## config.mk

```make
export PLATFORM = sky130hd
export DESIGN_NAME = sha256_stream_hasher
export DESIGN_NICKNAME = d
export VERILOG_FILES = /design/src/hdl/sha256sh_pkg.sv /design/src/hdl/sha256sh_core.sv /design/src/hdl/sha256_stream_hasher.sv
export SDC_FILE = /design/constraint.sdc
export NUM_CORES = 2
export LEC_CHECK = 0
export ABC_AREA = 1
export BUFFER_PORTS_ARGS = -buffer_cell sky130_fd_sc_hd__buf_4
export CORE_MARGIN = 2
export CORE_UTILIZATION = 50
export DETAILED_ROUTE_END_ITERATION = 16
export PLACE_DENSITY = 0.65
export SYNTH_ARGS = -nofsm -noshare
export SYNTH_HDL_FRONTEND = slang
export SYNTH_SLANG_ARGS = --single-unit
```

## constraint.sdc

```tcl
create_clock -name clk_i -period 41.3 [get_ports clk_i]
set_input_delay 2.065 -clock clk_i [delete_from_list [all_inputs] [get_ports clk_i]]
set_output_delay 2.065 -clock clk_i [all_outputs]
set_load 0.05 [all_outputs]
```

## src/hdl/sha256sh_pkg.sv

```systemverilog
package sha256sh_pkg;

  localparam int unsigned WordW   = 32;
  localparam int unsigned WinLen  = 16;
  localparam int unsigned NumRnd  = 64;
  localparam int unsigned NumHash = 8;

  localparam logic [NumHash-1:0][WordW-1:0] HashInit = {
    32'h5be0cd19, 32'h1f83d9ab, 32'h9b05688c, 32'h510e527f,
    32'ha54ff53a, 32'h3c6ef372, 32'hbb67ae85, 32'h6a09e667
  };

  localparam logic [WordW-1:0] PadMarker = 32'h8000_0000;

  typedef enum logic [1:0] {
    ST_IDLE,
    ST_PAD,
    ST_WAIT,
    ST_OUT
  } top_state_e;

  typedef enum logic [1:0] {
    CS_IDLE,
    CS_ROUND,
    CS_ADD
  } core_state_e;

  // Commands from the sequencer to the compression engine.
  typedef struct packed {
    logic push;   // shift one word into the schedule window
    logic start;  // begin a 64-round compression
    logic init;   // return the chaining value to the initial hash
  } core_ctl_t;

  function automatic logic [WordW-1:0] round_const(input logic [5:0] t);
    logic [WordW-1:0] k;
    case (t)
      6'd0:  k = 32'h428a2f98;  6'd1:  k = 32'h71374491;
      6'd2:  k = 32'hb5c0fbcf;  6'd3:  k = 32'he9b5dba5;
      6'd4:  k = 32'h3956c25b;  6'd5:  k = 32'h59f111f1;
      6'd6:  k = 32'h923f82a4;  6'd7:  k = 32'hab1c5ed5;
      6'd8:  k = 32'hd807aa98;  6'd9:  k = 32'h12835b01;
      6'd10: k = 32'h243185be;  6'd11: k = 32'h550c7dc3;
      6'd12: k = 32'h72be5d74;  6'd13: k = 32'h80deb1fe;
      6'd14: k = 32'h9bdc06a7;  6'd15: k = 32'hc19bf174;
      6'd16: k = 32'he49b69c1;  6'd17: k = 32'hefbe4786;
      6'd18: k = 32'h0fc19dc6;  6'd19: k = 32'h240ca1cc;
      6'd20: k = 32'h2de92c6f;  6'd21: k = 32'h4a7484aa;
      6'd22: k = 32'h5cb0a9dc;  6'd23: k = 32'h76f988da;
      6'd24: k = 32'h983e5152;  6'd25: k = 32'ha831c66d;
      6'd26: k = 32'hb00327c8;  6'd27: k = 32'hbf597fc7;
      6'd28: k = 32'hc6e00bf3;  6'd29: k = 32'hd5a79147;
      6'd30: k = 32'h06ca6351;  6'd31: k = 32'h14292967;
      6'd32: k = 32'h27b70a85;  6'd33: k = 32'h2e1b2138;
      6'd34: k = 32'h4d2c6dfc;  6'd35: k = 32'h53380d13;
      6'd36: k = 32'h650a7354;  6'd37: k = 32'h766a0abb;
      6'd38: k = 32'h81c2c92e;  6'd39: k = 32'h92722c85;
      6'd40: k = 32'ha2bfe8a1;  6'd41: k = 32'ha81a664b;
      6'd42: k = 32'hc24b8b70;  6'd43: k = 32'hc76c51a3;
      6'd44: k = 32'hd192e819;  6'd45: k = 32'hd6990624;
      6'd46: k = 32'hf40e3585;  6'd47: k = 32'h106aa070;
      6'd48: k = 32'h19a4c116;  6'd49: k = 32'h1e376c08;
      6'd50: k = 32'h2748774c;  6'd51: k = 32'h34b0bcb5;
      6'd52: k = 32'h391c0cb3;  6'd53: k = 32'h4ed8aa4a;
      6'd54: k = 32'h5b9cca4f;  6'd55: k = 32'h682e6ff3;
      6'd56: k = 32'h748f82ee;  6'd57: k = 32'h78a5636f;
      6'd58: k = 32'h84c87814;  6'd59: k = 32'h8cc70208;
      6'd60: k = 32'h90befffa;  6'd61: k = 32'ha4506ceb;
      6'd62: k = 32'hbef9a3f7;  6'd63: k = 32'hc67178f2;
      default: k = '0;
    endcase
    return k;
  endfunction

endpackage

```

## src/hdl/sha256sh_core.sv

```systemverilog
module sha256sh_core import sha256sh_pkg::*; (
  input  logic                          clk_i,
  input  logic                          rst_ni,
  input  core_ctl_t                     ctl_i,
  input  logic [WordW-1:0]              push_word_i,
  output logic                          busy_o,
  output logic [NumHash-1:0][WordW-1:0] hash_o
);

  function automatic logic [WordW-1:0] rotr(input logic [WordW-1:0] x, input int unsigned n);
    return (x >> n) | (x << (WordW - n));
  endfunction

  core_state_e state_q, state_d;
  logic [5:0]                        rnd_q, rnd_d;
  logic [WinLen-1:0][WordW-1:0]      win_q, win_d;
  logic [NumHash-1:0][WordW-1:0]     vars_q, vars_d;
  logic [NumHash-1:0][WordW-1:0]     hash_q, hash_d;

  logic round_en, add_en;
  logic [WordW-1:0] w_next, sig0, sig1, bsig0, bsig1, ch, maj, t1, t2;

  always_comb begin
    state_d = state_q;
    case (state_q)
      CS_IDLE:  if (ctl_i.start) state_d = CS_ROUND;
      CS_ROUND: if (rnd_q == 6'(NumRnd - 1)) state_d = CS_ADD;
      CS_ADD:   state_d = CS_IDLE;
      default:  state_d = CS_IDLE;
    endcase
  end

  always_comb begin
    round_en = 1'b0;
    add_en   = 1'b0;
    busy_o   = 1'b1;
    case (state_q)
      CS_IDLE:  busy_o   = 1'b0;
      CS_ROUND: round_en = 1'b1;
      CS_ADD:   add_en   = 1'b1;
      default:  busy_o   = 1'b0;
    endcase
  end

  // The window holds W[t] .. W[t+15]; each round retires W[t] and appends W[t+16].
  always_comb begin
    sig0   = rotr(win_q[1], 7) ^ rotr(win_q[1], 18) ^ (win_q[1] >> 3);
    sig1   = rotr(win_q[14], 17) ^ rotr(win_q[14], 19) ^ (win_q[14] >> 10);
    w_next = win_q[0] + sig0 + win_q[9] + sig1;

    bsig1 = rotr(vars_q[4], 6) ^ rotr(vars_q[4], 11) ^ rotr(vars_q[4], 25);
    ch    = (vars_q[4] & vars_q[5]) ^ (~vars_q[4] & vars_q[6]);
    t1    = vars_q[7] + bsig1 + ch + round_const(rnd_q) + win_q[0];
    bsig0 = rotr(vars_q[0], 2) ^ rotr(vars_q[0], 13) ^ rotr(vars_q[0], 22);
    maj   = (vars_q[0] & vars_q[1]) ^ (vars_q[0] & vars_q[2]) ^ (vars_q[1] & vars_q[2]);
    t2    = bsig0 + maj;
  end

  always_comb begin
    win_d = win_q;
    if (ctl_i.push || round_en) begin
      for (int i = 0; i < WinLen - 1; i++) begin
        win_d[i] = win_q[i+1];
      end
      win_d[WinLen-1] = round_en ? w_next : push_word_i;
    end

    vars_d = vars_q;
    if (ctl_i.start) begin
      vars_d = hash_q;
    end else if (round_en) begin
      vars_d[7] = vars_q[6];
      vars_d[6] = vars_q[5];
      vars_d[5] = vars_q[4];
      vars_d[4] = vars_q[3] + t1;
      vars_d[3] = vars_q[2];
      vars_d[2] = vars_q[1];
      vars_d[1] = vars_q[0];
      vars_d[0] = t1 + t2;
    end

    hash_d = hash_q;
    if (ctl_i.init) begin
      hash_d = HashInit;
    end else if (add_en) begin
      for (int j = 0; j < NumHash; j++) begin
        hash_d[j] = hash_q[j] + vars_q[j];
      end
    end

    rnd_d = ctl_i.start ? '0 : (round_en ? rnd_q + 6'd1 : rnd_q);
  end

  always_ff @(posedge clk_i or negedge rst_ni) begin
    if (!rst_ni) begin
      state_q <= CS_IDLE;
      rnd_q   <= '0;
      hash_q  <= HashInit;
    end else begin
      state_q <= state_d;
      rnd_q   <= rnd_d;
      hash_q  <= hash_d;
    end
  end

  always_ff @(posedge clk_i) begin
    win_q  <= win_d;
    vars_q <= vars_d;
  end

  assign hash_o = hash_q;

endmodule

```

## src/hdl/sha256_stream_hasher.sv

```systemverilog
// SHA-256 over a stream of big-endian 32-bit words. Every word but the last
// carries four bytes; the word with message_end_i carries 0 to 4 bytes in its
// top bytes (counts above four are taken as four). The block pads the message,
// then presents the eight digest words in order (word_index_o 0..7,
// digest_done_o on the last) and starts over with a fresh message. Input
// words are taken one per cycle until sixteen fill a block; the sixteenth
// word then starts a compression in the single round unit, which runs one
// round per cycle, and in_ready_o stays low until that compression is done.
// After the last word, padding is written one word per cycle, followed by one
// or two compressions, and the digest words are offered one per cycle while
// out_ready_i is high; in_ready_o is low throughout.
module sha256_stream_hasher import sha256sh_pkg::*; (
  input  logic        clk_i,
  input  logic        rst_ni,
  input  logic        in_valid_i,
  output logic        in_ready_o,
  input  logic [31:0] data_word_i,
  input  logic [2:0]  valid_bytes_i,
  input  logic        message_end_i,
  output logic        out_valid_o,
  input  logic        out_ready_i,
  output logic [31:0] digest_word_o,
  output logic [2:0]  word_index_o,
  output logic        digest_done_o
);

  top_state_e state_q, state_d;
  logic [3:0]  cnt_q;
  logic [63:0] bits_q;
  logic        fin_q, mark_q, hi_q, lo_q;
  logic [2:0]  idx_q;

  core_ctl_t                     ctl;
  logic [WordW-1:0]              push_word;
  logic                          core_busy;
  logic [NumHash-1:0][WordW-1:0] hash;

  logic       in_acc, out_acc;
  logic [2:0] nb_sat;
  logic [WordW-1:0] last_word;

  assign in_acc  = in_valid_i && in_ready_o;
  assign out_acc = out_valid_o && out_ready_i;
  assign nb_sat  = (valid_bytes_i > 3'd4) ? 3'd4 : valid_bytes_i;

  // Final item: keep the valid leading bytes and place the marker right after; a full word gets it in the next word.
  always_comb begin
    case (nb_sat)
      3'd0:    last_word = PadMarker;
      3'd1:    last_word = {data_word_i[31:24], 24'h80_0000};
      3'd2:    last_word = {data_word_i[31:16], 16'h8000};
      3'd3:    last_word = {data_word_i[31:8], 8'h80};
      default: last_word = data_word_i;
    endcase
  end

  always_comb begin
    state_d = state_q;
    case (state_q)
      ST_IDLE: begin
        if (in_acc) begin
          if (cnt_q == 4'd15)     state_d = ST_WAIT;
          else if (message_end_i) state_d = ST_PAD;
        end
      end
      ST_PAD:  if (cnt_q == 4'd15) state_d = ST_WAIT;
      ST_WAIT: begin
        if (!core_busy) begin
          if (lo_q)       state_d = ST_OUT;
          else if (fin_q) state_d = ST_PAD;
          else            state_d = ST_IDLE;
        end
      end
      ST_OUT:  if (out_acc && idx_q == 3'd7) state_d = ST_IDLE;
      default: state_d = ST_IDLE;
    endcase
  end

  always_comb begin
    in_ready_o  = 1'b0;
    out_valid_o = 1'b0;
    ctl         = '0;
    push_word   = data_word_i;
    case (state_q)
      ST_IDLE: begin
        in_ready_o = 1'b1;
        ctl.push   = in_acc;
        if (message_end_i) push_word = last_word;
      end
      ST_PAD: begin
        ctl.push = 1'b1;
        if (mark_q)              push_word = PadMarker;
        else if (hi_q)           push_word = bits_q[31:0];
        else if (cnt_q == 4'd14) push_word = bits_q[63:32];
        else                     push_word = '0;
      end
      ST_OUT: begin
        out_valid_o = 1'b1;
        ctl.init    = out_acc && (idx_q == 3'd7);
      end
      default: ;
    endcase
    ctl.start = ctl.push && (cnt_q == 4'd15);
  end

  always_ff @(posedge clk_i or negedge rst_ni) begin
    if (!rst_ni) begin
      state_q <= ST_IDLE;
      cnt_q   <= '0;
      bits_q  <= '0;
      fin_q   <= 1'b0;
      mark_q  <= 1'b0;
      hi_q    <= 1'b0;
      lo_q    <= 1'b0;
      idx_q   <= '0;
    end else begin
      state_q <= state_d;
      if (ctl.push) cnt_q <= cnt_q + 4'd1;
      if (in_acc) begin
        bits_q <= bits_q + (message_end_i ? {58'd0, nb_sat, 3'd0} : 64'd32);
        if (message_end_i) begin
          fin_q  <= 1'b1;
          mark_q <= (nb_sat == 3'd4);
        end
      end
      if (state_q == ST_PAD) begin
        if (mark_q)              mark_q <= 1'b0;
        else if (hi_q)           lo_q   <= 1'b1;
        else if (cnt_q == 4'd14) hi_q   <= 1'b1;
      end
      if (out_acc) idx_q <= idx_q + 3'd1;
      if (ctl.init) begin
        bits_q <= '0;
        fin_q  <= 1'b0;
        hi_q   <= 1'b0;
        lo_q   <= 1'b0;
      end
    end
  end

  sha256sh_core u_core (
    .clk_i       (clk_i),
    .rst_ni      (rst_ni),
    .ctl_i       (ctl),
    .push_word_i (push_word),
    .busy_o      (core_busy),
    .hash_o      (hash)
  );

  assign digest_word_o = hash[idx_q];
  assign word_index_o  = idx_q;
  assign digest_done_o = (idx_q == 3'd7);

endmodule

```

==> metrics.cfg <==
[global_route]
antenna_found_initial = 10
grt_util_met3_pct = 7.84
grt_util_met1_pct = 52.5
grt.total_usage_pct = 38.8
grt_util_met2_pct = 59.3
grt_pass1_vias = 63500
grt_pass1_wl_um = 433000
busiest_layer = met2
grt_max_degree = 147
grt_overflow = 0

[clock_tree]
cts_buffer_depth = 3
cts_setup_buffers = 0
cts_resized = 0
clkSlewWorstSetupHoldPaths_ns = 0.07
cts_root_buf = clkbuf_16
cts_tree = done
cts_sinks = 1106
htree_levels = 3
cts_made_buffers = 121
clkLatencyLatePin_ns = 0.81
cts_hold_buf = 0

[yosys]
yosysMostFrequentCell = nand2_1
synth_xor_xnor_area_share_pct = 4.60
synth_top_cell_area_share_pct = 30.6
postSynthNetCount = 9621
synthSimpleGateAreaFrac_pct = 17.5
synth-main-ff-cell = edfxtp_1
synthMuxAreaShare_pct = 0
ys_seq_area_share_pct = 42.0
syn_area_um2 = 75500
synth-compound-area-share_pct = 16.2
synth_top_cell_by_area = edfxtp_1
synthTopCellsByCount = 1812 x nand2_1, 1239 x inv_1, 881 x o21ai_0, 768 x edfxtp_1, 692 x a21oi_1
synth_warnings = 0
netlist_instances = 8984
syn_area_per_cell_um2 = 8.40
synth_edf_count = 768
async_flop_share_pct = 30.6
synth_top_family_by_area = simple AND/OR/NAND/NOR gates
synth_seq_cells = 1106
yosys-top-cells-area = edfxtp_1 31%, nand2_1 9.0%, dfrtp_1 6.7%
synthAdderAreaFrac_pct = 11.9
synth_cell_types = 76

[routing]
vias_per_cell = 6.09
antenna_left = 0
route.vias.total = 67500
wl_per_cell_um = 27.3
wl_um = 303000
initialDrtViolationCount = 8456
drc_errors = 0
dr.pass1.iters = 7

[critical_path]
critPathMaxFanout = 15
cp_common_cell = nand2_1
setup.worst_path.start = u_core.rnd_q[1]$_DFFE_PN0P_
slowest_stage = a2111oi_0
crit_path_end_kind = flop
r2r_slack_ns = 31.61
critPathKind = reg2reg
reg2reg_depth = 37
cpPeakStageDelay_ns = 0.81
required_ns = 41.84
crit_path_start_kind = flop
r2r-end = u_core.vars_q[26]$_DFFE_PP_
crit_arrival_ns = 10.22
rr_startpoint = u_core.rnd_q[1]$_DFFE_PN0P_

[timing]
timing.final.crit_period_ns = 9.69
max_freq_mhz = 103
drv_slew = 0
fin_ws_ns = 31.61
finClkSkew_ns = 0.0661
min_period_over_period_pct = 23.5
setup_viol = 0
tns_ns = 0
max_slew_margin_pct = 6.23
tightest_slew_ns = 1.39
rsz0062_at_grt = no
hold_viol = 0

[layout]
seqCellArea_um2 = 31700
fillerInstances = 14000
multiInputGateArea_um2 = 37900
areaGrowthSynthToFinish_pct = 8.70
final_nets = 9599
post_route_cells_drive_above_1_share_pct = 6.49

[floorplanning]
die_y_um = 393
die_area_um2 = 154000
rows = 142
pin_count = 78
coreArea_um2 = 150000
start_util_pct = 50.4
die_w_um = 393

[status]
status = completed

[placed_design]
port_buffers = 77
hpwl_um = 236000
place_ws_ns = 31.85
gp_congestion = 1.06

[hold_path]
hold_path.class = reg2reg
worstHoldEndpoint = u_core.win_q[111]$_DFFE_PP_
hold_start = u_core.win_q[143]$_DFFE_PP_
hold_depth = 0

[flow_run]
cap_violations = 0

routing by layer:
metal,vias up,share of wire (%)
met3,762,9.9
met5,-,0.022
met1,32600,40
met2,3782,44
li1,30300,-
met4,12,5.8
cell usage in the layout (no fill, tap or decap), types with 15 or more instances in the layout:
| cell type | netlist | final |
|---|---|---|
| nand2_1 | 1812 | 1810 |
| inv_1 | 1239 | 1238 |
| o21ai_0 | 881 | 880 |
| edfxtp_1 | 768 | 768 |
| a21oi_1 | 692 | 692 |
| nor2_1 | 660 | 660 |
| ha_1 | 401 | 400 |
| nand3_1 | 332 | 332 |
| xor2_1 | 235 | 235 |
| dfrtp_1 | 202 | 200 |
| fa_1 | 196 | 196 |
| xnor2_1 | 161 | 161 |
| dfstp_2 | 136 | 136 |
| buf_4 | 6 | 132 |
| clkbuf_16 | 0 | 126 |
| o22ai_1 | 116 | 116 |
| nor3_1 | 108 | 108 |
| nand4_1 | 94 | 94 |
| a31oi_1 | 84 | 84 |
| o21a_1 | 51 | 51 |
| o211ai_1 | 49 | 49 |
| o21ai_1 | 48 | 49 |
| a21o_1 | 45 | 45 |
| o21bai_1 | 43 | 43 |
| nor4_1 | 38 | 38 |
| or2_2 | 38 | 38 |
| a21boi_0 | 31 | 31 |
| o221ai_1 | 31 | 31 |
| clkinv_2 | 1 | 31 |
| nand3b_1 | 26 | 26 |
| a221oi_1 | 24 | 24 |
| clkbuf_1 | 182 | 23 |
| inv_2 | 20 | 17 |
| a22oi_1 | 15 | 15 |
worst max-delay path, delay by kind of cell (launching register included):
kind	cells	cell delay (ns)
fa+ha+maj	7	3.22
compound gates	5	1.28
flops	1	0.67
simple gates	16	2.82
xor+xnor	1	0.41
buf+inv	8	1.05
registers in the layout, indices dropped and copies added (netlist names), 2 cells and up:
register,cells
bits_q,61
cnt_q,4
state_q,2
u_core.hash_o,256
u_core.rnd_q,6
u_core.state_q,2
u_core.vars_q,256
u_core.win_q,512
word_index_o,3
cell families after synthesis:
family / after synthesis
simple gates: 3160
compound gates: 2182
buf+inv: 1542
fa+ha+maj: 598
flops: 1106
xor+xnor: 396
worst max-delay path by stage:
| stage | cells past startpoint | end | slack (ns) |
|---|---|---|---|
| detailed placement | 37 | u_core.vars_q[26]$_DFFE_PP_ | 31.85 |
| floorplan | 4 | u_core.win_q[0]$_DFFE_PP_ | 27.01 |
| CTS | 37 | u_core.vars_q[26]$_DFFE_PP_ | 31.79 |
| global route | 37 | u_core.vars_q[26]$_DFFE_PP_ | 31.35 |
| global placement | 34 | u_core.vars_q[26]$_DFFE_PP_ | 31.80 |
| finish | 37 | u_core.vars_q[26]$_DFFE_PP_ | 31.61 |
per-stage QoR:
step | hold WS (ns) | utilization, % | std cells | area (um2)
after global routing | 0.407 | 54.8 | 11100 | 82000
after global placement | 0.400 | 52.0 | 10900 | 77900
final | 0.404 | 54.8 | 11100 | 82000
after floorplan | 0.400 | - | 8984 | 75500
after detailed placement | 0.405 | 52.0 | 10900 | 77900
after CTS | 0.398 | 54.8 | 11100 | 82000
area by class of cell:
class	instances	area share, %
clock buffer	155	4.05
clock inverter	75	1.01
tap	2016	3.07
sequential	1106	38.6
antenna	2	0.00610
multi-input combinational	6336	46.2
inverter	1262	5.80
timing repair buffer	135	1.27
Power is not shown: default switching activity piles up to over one toggle a cycle in this logic, so the estimate is an artifact.
